<file path="src/design/tafa_pkg.sv">
// ----------------------------------------------------------------------------
// tafa_pkg: shared types and constants for the accelerometer tilt angle block
// Number formats, pipeline widths, selector codes and the CORDIC angle table.
// ----------------------------------------------------------------------------
`default_nettype none

package tafa_pkg;

    // Sample and result formats
    localparam int SAMPLE_WIDTH    = 16;
    localparam int ANGLE_FRAC_BITS = 7;
    localparam int OUT_W           = 15;

    // Square root: radicand is a*a + b*b followed by 32 zero bits
    localparam int SQ_RAD_W = 2 * SAMPLE_WIDTH;
    localparam int ROOT_W   = SAMPLE_WIDTH + 16;
    localparam int REM_W    = ROOT_W + 2;

    // CORDIC datapath: root has 16 fraction bits, both operands get 30
    localparam int X_SH     = 14;
    localparam int Y_SH     = 30;
    localparam int XY_W     = ROOT_W + X_SH + 4;
    localparam int STAGES   = 26;
    localparam int STG_IW   = $clog2(STAGES);

    // Angle accumulator in degrees with 20 fraction bits
    localparam int ACC_FRAC   = 20;
    localparam int ZW         = 29;
    localparam int ROUND_SH   = ACC_FRAC - ANGLE_FRAC_BITS;
    localparam logic signed [ZW-1:0] ROUND_HALF = ZW'(1 << (ROUND_SH - 1));
    localparam logic signed [ZW-1:0] ANGLE_LIM  = ZW'(90 << ANGLE_FRAC_BITS);

    // Selector codes
    localparam logic [1:0] FUNC_ROLL  = 2'd0;
    localparam logic [1:0] FUNC_PITCH = 2'd1;

    // Per-stage control: occupancy and forced-zero result
    typedef struct packed {
        logic valid;
        logic zero;
    } t_ctrl;

    typedef logic signed [SAMPLE_WIDTH-1:0] t_sample;
    typedef logic signed [XY_W-1:0]         t_xy;
    typedef logic signed [ZW-1:0]           t_ang;

    // atan(2^-i) in degrees, scaled by 2^20
    function automatic t_ang atan_deg(input logic [STG_IW-1:0] idx);
        t_ang val;
        case (idx)
            5'd0:    val = ZW'(47185920);
            5'd1:    val = ZW'(27855475);
            5'd2:    val = ZW'(14718068);
            5'd3:    val = ZW'(7471121);
            5'd4:    val = ZW'(3750058);
            5'd5:    val = ZW'(1876857);
            5'd6:    val = ZW'(938658);
            5'd7:    val = ZW'(469357);
            5'd8:    val = ZW'(234682);
            5'd9:    val = ZW'(117342);
            5'd10:   val = ZW'(58671);
            5'd11:   val = ZW'(29335);
            5'd12:   val = ZW'(14668);
            5'd13:   val = ZW'(7334);
            5'd14:   val = ZW'(3667);
            5'd15:   val = ZW'(1833);
            5'd16:   val = ZW'(917);
            5'd17:   val = ZW'(458);
            5'd18:   val = ZW'(229);
            5'd19:   val = ZW'(115);
            5'd20:   val = ZW'(57);
            5'd21:   val = ZW'(29);
            5'd22:   val = ZW'(14);
            5'd23:   val = ZW'(7);
            5'd24:   val = ZW'(4);
            5'd25:   val = ZW'(2);
            default: val = '0;
        endcase
        return val;
    endfunction

endpackage

`default_nettype wire

</file>
<file path="src/design/tafa_sqrt_cell.sv">
// ----------------------------------------------------------------------------
// tafa_sqrt_cell: one digit step of the pipelined integer square root
// Brings down two radicand bits, tries 4*root+1 and retires one root bit.
// ----------------------------------------------------------------------------
`default_nettype none

module tafa_sqrt_cell (
    input  wire                             i_clk,
    input  wire                             i_rst_n,
    input  wire                             i_en,
    input  wire tafa_pkg::t_ctrl            i_ctrl,
    input  wire tafa_pkg::t_sample          i_num,
    input  wire [tafa_pkg::SQ_RAD_W-1:0]    i_rad,
    input  wire [tafa_pkg::REM_W-1:0]       i_rem,
    input  wire [tafa_pkg::ROOT_W-1:0]      i_root,
    output tafa_pkg::t_ctrl                 o_ctrl,
    output tafa_pkg::t_sample               o_num,
    output logic [tafa_pkg::SQ_RAD_W-1:0]   o_rad,
    output logic [tafa_pkg::REM_W-1:0]      o_rem,
    output logic [tafa_pkg::ROOT_W-1:0]     o_root
);
    import tafa_pkg::*;

    logic [REM_W+1:0]    cur;
    logic [REM_W+1:0]    trial;
    logic [REM_W+1:0]    diff;
    logic [REM_W-1:0]    n_rem;
    logic [ROOT_W-1:0]   n_root;
    t_ctrl               r_ctrl;
    t_sample             r_num;
    logic [SQ_RAD_W-1:0] r_rad;
    logic [REM_W-1:0]    r_rem;
    logic [ROOT_W-1:0]   r_root;

    // Trial subtraction; remainder never exceeds 2*root so it fits REM_W
    assign cur   = {i_rem, i_rad[SQ_RAD_W-1 -: 2]};
    assign trial = {2'b00, i_root, 2'b01};
    assign diff  = cur - trial;

    always_comb begin
        if (cur >= trial) begin
            n_rem  = diff[REM_W-1:0];
            n_root = {i_root[ROOT_W-2:0], 1'b1};
        end else begin
            n_rem  = cur[REM_W-1:0];
            n_root = {i_root[ROOT_W-2:0], 1'b0};
        end
    end

    // Control
    always_ff @(posedge i_clk) begin
        if (!i_rst_n) begin
            r_ctrl <= '0;
        end else if (i_en) begin
            r_ctrl <= i_ctrl;
        end
    end

    // Payload
    always_ff @(posedge i_clk) begin
        if (i_en) begin
            r_num  <= i_num;
            r_rad  <= {i_rad[SQ_RAD_W-3:0], 2'b00};
            r_rem  <= n_rem;
            r_root <= n_root;
        end
    end

    assign o_ctrl = r_ctrl;
    assign o_num  = r_num;
    assign o_rad  = r_rad;
    assign o_rem  = r_rem;
    assign o_root = r_root;

endmodule

`default_nettype wire

</file>
<file path="config.mk">
export PLATFORM = sky130hd
export DESIGN_NAME = tafa_sqrt_cell
export DESIGN_NICKNAME = d
export VERILOG_FILES = /design/src/design/tafa_pkg.sv /design/src/design/tafa_sqrt_cell.sv
export SDC_FILE = /design/constraint.sdc
export NUM_CORES = 1
export LEC_CHECK = 0
export BUFFER_PORTS_ARGS = -buffer_cell sky130_fd_sc_hd__buf_2
export CAP_MARGIN = 20
export CORE_ASPECT_RATIO = 0.8
export CORE_MARGIN = 3
export CORE_UTILIZATION = 45
export DETAILED_ROUTE_END_ITERATION = 6
export GPL_TIMING_DRIVEN = 0
export PLACE_DENSITY = 0.86
export SKIP_LAST_GASP = 1
export SLEW_MARGIN = 15
export SYNTH_ARGS = -nofsm -noshare
export SYNTH_HDL_FRONTEND = slang
export SYNTH_SLANG_ARGS = --single-unit
</file>
<file path="constraint.sdc">
create_clock -name i_clk -period 2.8 [get_ports i_clk]
set_clock_uncertainty 0.05 [all_clocks]
set_input_delay 0.42 -clock i_clk [delete_from_list [all_inputs] [get_ports i_clk]]
set_output_delay 0.42 -clock i_clk [all_outputs]
set_load 0.01 [all_outputs]
</file>
==> results_tabular.tex <==
\begin{tabular}{lr}
\hline
Metric & Value \\
\hline
\multicolumn{2}{l}{\textbf{Timing}} \\
Final-report hold violation count & 0 \\
Worst Slack Setup Final & 80.8 ps \\
Final critical-path share of the clock period & 97.1\% \\
Setup repair after global routing missed its margin & no \\
Worst-Margin Slew & $\sim$550 ps \\
Max-slew headroom at the worst pin & 63.0\% \\
Fmax & approximately 370 MHz \\
Final critical delay including setup and external delays & 2720 ps \\
Final setup violation count & 0 \\
Pins over their slew limit & 0 \\
\multicolumn{2}{l}{\textbf{Worst setup path}} \\
Launching element of the worst setup path & i\_rem[0] \\
Reg2Reg Capture Point & o\_ctrl[1]\$\_SDFFE\_PN0P\_ \\
Largest delay share family, worst path & compound AO/OA/AOI/OAI gates \\
Slack of the worst reg-to-reg path & 2150 ps \\
Worst path slowest cell & o31a\_1 \\
Worst Path Max Fanout & 10 \\
Critical path class & in -> reg \\
Cell Chain, Critical Path & buf\_2, ha\_4, nor2b\_4, o31a\_1, o31ai\_4, nand2\_2, o211ai\_2, nand4b\_4, a22oi\_4, buf\_12, buf\_12, mux2\_4 \\
Crit-path max cell delay & 350 ps \\
Arrival time at the worst endpoint & 2830 ps \\
Nature of the critical path endpoint & flop \\
Buffers and inverters on the worst path & 3 \\
R2r worst-path depth & 2 \\
Worst reg2reg path startpoint & o\_ctrl[1]\$\_SDFFE\_PN0P\_ \\
Required time of the worst setup path & just under 3000 ps \\
Most repeated library cell on the critical path & buf\_12 \\
Sort of element at the start of the critical path & primary input \\
\multicolumn{2}{l}{\textbf{Synthesis}} \\
Post-synthesis cell type count & 58 \\
Xor-xnor portion of the synthesized cell area & 4.00\% \\
Async set or reset register ratio after synthesis & 0\% \\
Number of warnings issued by yosys & 0 \\
Post-synth EDFFs & 112 \\
Fraction of synthesized area in multiplexers & 8.12\% \\
Synthesized-area fraction occupied by ao, oa, aoi and oai cells & 12.0\% \\
Most numerous cell in the Yosys netlist & edfxtp\_1 \\
Register area share after synthesis & about 55\% \\
Mapped Avg Cell Area & 12.6 µm² \\
Cell types with the largest area share after synthesis & edfxtp\_1 55\%, ha\_1 6.9\%, mux2\_4 6.4\% \\
Simple-gate share of the synthesized area & 8.73\% \\
Cell taking the most area after synthesis & edfxtp\_1 \\
Top cells by count, synth & 112 x edfxtp\_1, 41 x inv\_1, 39 x a21oi\_1 \\
Arithmetic-cell share of the synthesized area counting full adders, half adders and majority gates & 6.94\% \\
Post-synthesis cell area & 0.00613 mm² \\
Flip-flop cell with the highest count after synthesis & edfxtp\_1 \\
Yosys top cell area share & a little over half \\
Gate Count Post-Synth & 487 \\
Synthesized flop and latch total & 114 \\
Largest family of logic cells by synthesized area & compound AO/OA/AOI/OAI gates \\
\multicolumn{2}{l}{\textbf{Detailed routing}} \\
Via-per-instance ratio & 5.16 \\
Total routed wirelength & 16800 µm \\
Initial detailed-routing violation count & 273 \\
Total number of vias & 4823 \\
Routed len/inst & 18.0 µm \\
DRC viols & 0 \\
ANT nets after route & 0 \\
Iteration count of the initial detailed-routing pass & 5 \\
\multicolumn{2}{l}{\textbf{Flow run}} \\
MaxCap Viol Count & 0 \\
\multicolumn{2}{l}{\textbf{CTS}} \\
Clock root buffer & clkbuf\_16 \\
TritonCTS clock tree & built \\
Clock buffer depth & 2 \\
Insertion delay to the later sink of the worst-skew pair & 410 ps \\
Clock net sink count & 114 \\
Clock-pin slew reported for the worst setup and hold paths after clock tree synthesis & 60 ps \\
Number of H-tree levels & 4 \\
TritonCTS Buffers & 17 \\
Number of hold buffers added after CTS & 0 \\
\multicolumn{2}{l}{\textbf{Cells and area}} \\
Area used by multi-input combinational logic & 0.00255 mm² \\
Sequential standard cell area & $\sim$0.0034 mm² \\
Final Net Count & between 800 and 900 \\
Antenna diode count & 0 \\
Layout cells sized above 1 & 45.5\% \\
Area growth syn-to-layout & 35.8\% \\
Area of all placed cells without fillers & around 0.0083 mm² \\
Final-layout fill cell count & around 1.0k \\
\multicolumn{2}{l}{\textbf{Hold path}} \\
Min-Delay Path Depth & 1 \\
Destination of the worst hold path & o\_rad[29]\$\_DFFE\_PP\_ \\
Worst Min Path Start & i\_rad[27] \\
Hold crit path type & in -> reg \\
\multicolumn{2}{l}{\textbf{Floorplanning}} \\
Width of the chip & 137 µm \\
Cell row count & 37 \\
Top-level port count & 235 \\
Core Footprint & roughly 0.013 mm² \\
Y dimension of the die & 110 µm \\
Initial cell density of the core & 46.8\% \\
Die outline area & 0.0151 mm² \\
\multicolumn{2}{l}{\textbf{Place}} \\
Final Wtd Congestion & between 0.8 and 0.9 \\
Cell area after placement & 0.00758 mm² \\
Final HPWL from detailed placement & 12400 µm \\
Placement-stage worst setup slack & -726 ps \\
Count of input and output buffers & 232 \\
\multicolumn{2}{l}{\textbf{Power and ir drop}} \\
Power density of the placed cells & 665 mW/mm² \\
Maximum vdd ir drop & 0.000537 V \\
Leakage power of the design & 3.76 nW \\
Total power draw & 0.00554 W \\
\multicolumn{2}{l}{\textbf{Global routing}} \\
Gr busiest metal & met2 \\
Largest net degree at the start of global routing & 73 \\
Via count of the first global-routing pass & about 4.8k \\
Routing usage on met2 & 35.7\% \\
First-pass GRT wire length & 25100 µm \\
Met3 layer usage reported by global route & 8.47\% \\
Final global-route overflow total & 0 \\
M1 GR Usage & 25.4\% \\
Initial antenna violation count & 3 \\
Aggregate global-route resource usage & 21.8\% \\
\multicolumn{2}{l}{\textbf{Run status}} \\
Status & completed \\
\hline
\end{tabular}
## registers in the layout (all words and copies together), names as in the netlist
register,flops
o_rad,30
o_ctrl,2
o_num,16
o_rem,34
o_root,32
## stage by stage
stage          util [%]  setup TNS, ps  std cells  hold slack, ps
3_3_place_gp       57.6         -18030        895             446
6_report           63.6              0        934             129
4_1_cts            62.9          -17.1        932             117
5_1_grt            63.6              0        934             117
3_5_place_dp       57.8         -17870        896             451
2_1_floorplan         -          -2310        488             469
## cell families (layout without fill, tap and decap cells)
group | count (synthesis) | after routing
flip-flops | 114 | 114
AO/OA/AOI/OAI | 111 | 111
AND/OR/NAND/NOR | 106 | 106
buffers and inverters | 57 | 328
multiplexers | 36 | 36
adder cells (fa/ha/maj) | 34 | 34
XOR/XNOR | 28 | 28
other | 1 | 2
## worst max-delay path by stage
| stage | endpoint | cells after the start | slack (ps) |
|---|---|---|---|
| after floorplan | o_rem[11]$_DFFE_PP_ | 10 | -90 |
| after global placement | o_rem[30]$_DFFE_PP_ | 12 | -740 |
| after global routing | o_rem[32]$_DFFE_PP_ | 10 | 3 |
| after CTS | o_rem[30]$_DFFE_PP_ | 12 | -20 |
| final | o_rem[29]$_DFFE_PP_ | 12 | 80 |
| after detailed placement | o_rem[30]$_DFFE_PP_ | 12 | -730 |
## worst register-to-register path, cell delays in order, from the launching register on
cell     delay [ps]
dfxtp_1         310
mux2i_1         120
nor2b_1          60
## routing by layer
layer	part of all wire (%)	vias up
met1	40	2243
li1	-	2331
met3	10	37
met2	47	206
met5	0.26	-
met4	2.6	6
## final cells by class
type | count | area share (%)
multi-input combinational | 317 | 30.6
clock buffer | 21 | 5.53
clock inverter | 11 | 1.56
timing repair buffer | 240 | 15.3
tap | 175 | 2.63
sequential | 114 | 40.9
inverter | 41 | 1.88
buffer | 15 | 1.61
## where the power goes
part | switching, W | internal [W]
Sequential | 0.0000446 | 0.00210
Combinational | 0.000644 | 0.000598
Clock | 0.000787 | 0.00136
Total | 0.00148 | 0.00406
## layout by cell type, fill, tap and decap left out, types with 8 or more instances in the layout
| cell type | instances |
|---|---|
| a21o_1 | 8 |
| a21oi_1 | 36 |
| buf_2 | 233 |
| buf_4 | 12 |
| clkbuf_16 | 17 |
| edfxtp_1 | 112 |
| ha_1 | 31 |
| inv_1 | 40 |
| mux2_4 | 26 |
| nand2_1 | 26 |
| nand3_1 | 11 |
| nor2_1 | 21 |
| nor3_1 | 9 |
| o21ai_0 | 19 |
| xnor2_1 | 14 |
| xor2_1 | 14 |
## repair_timing
action	CTS	global route
buffers inserted	4	3
endpoints found under the setup margin	31	31
pin swaps	2	5
endpoints found under the hold margin	0	0
gates resized for setup	5	21
Power figures use the tool's default switching activity.
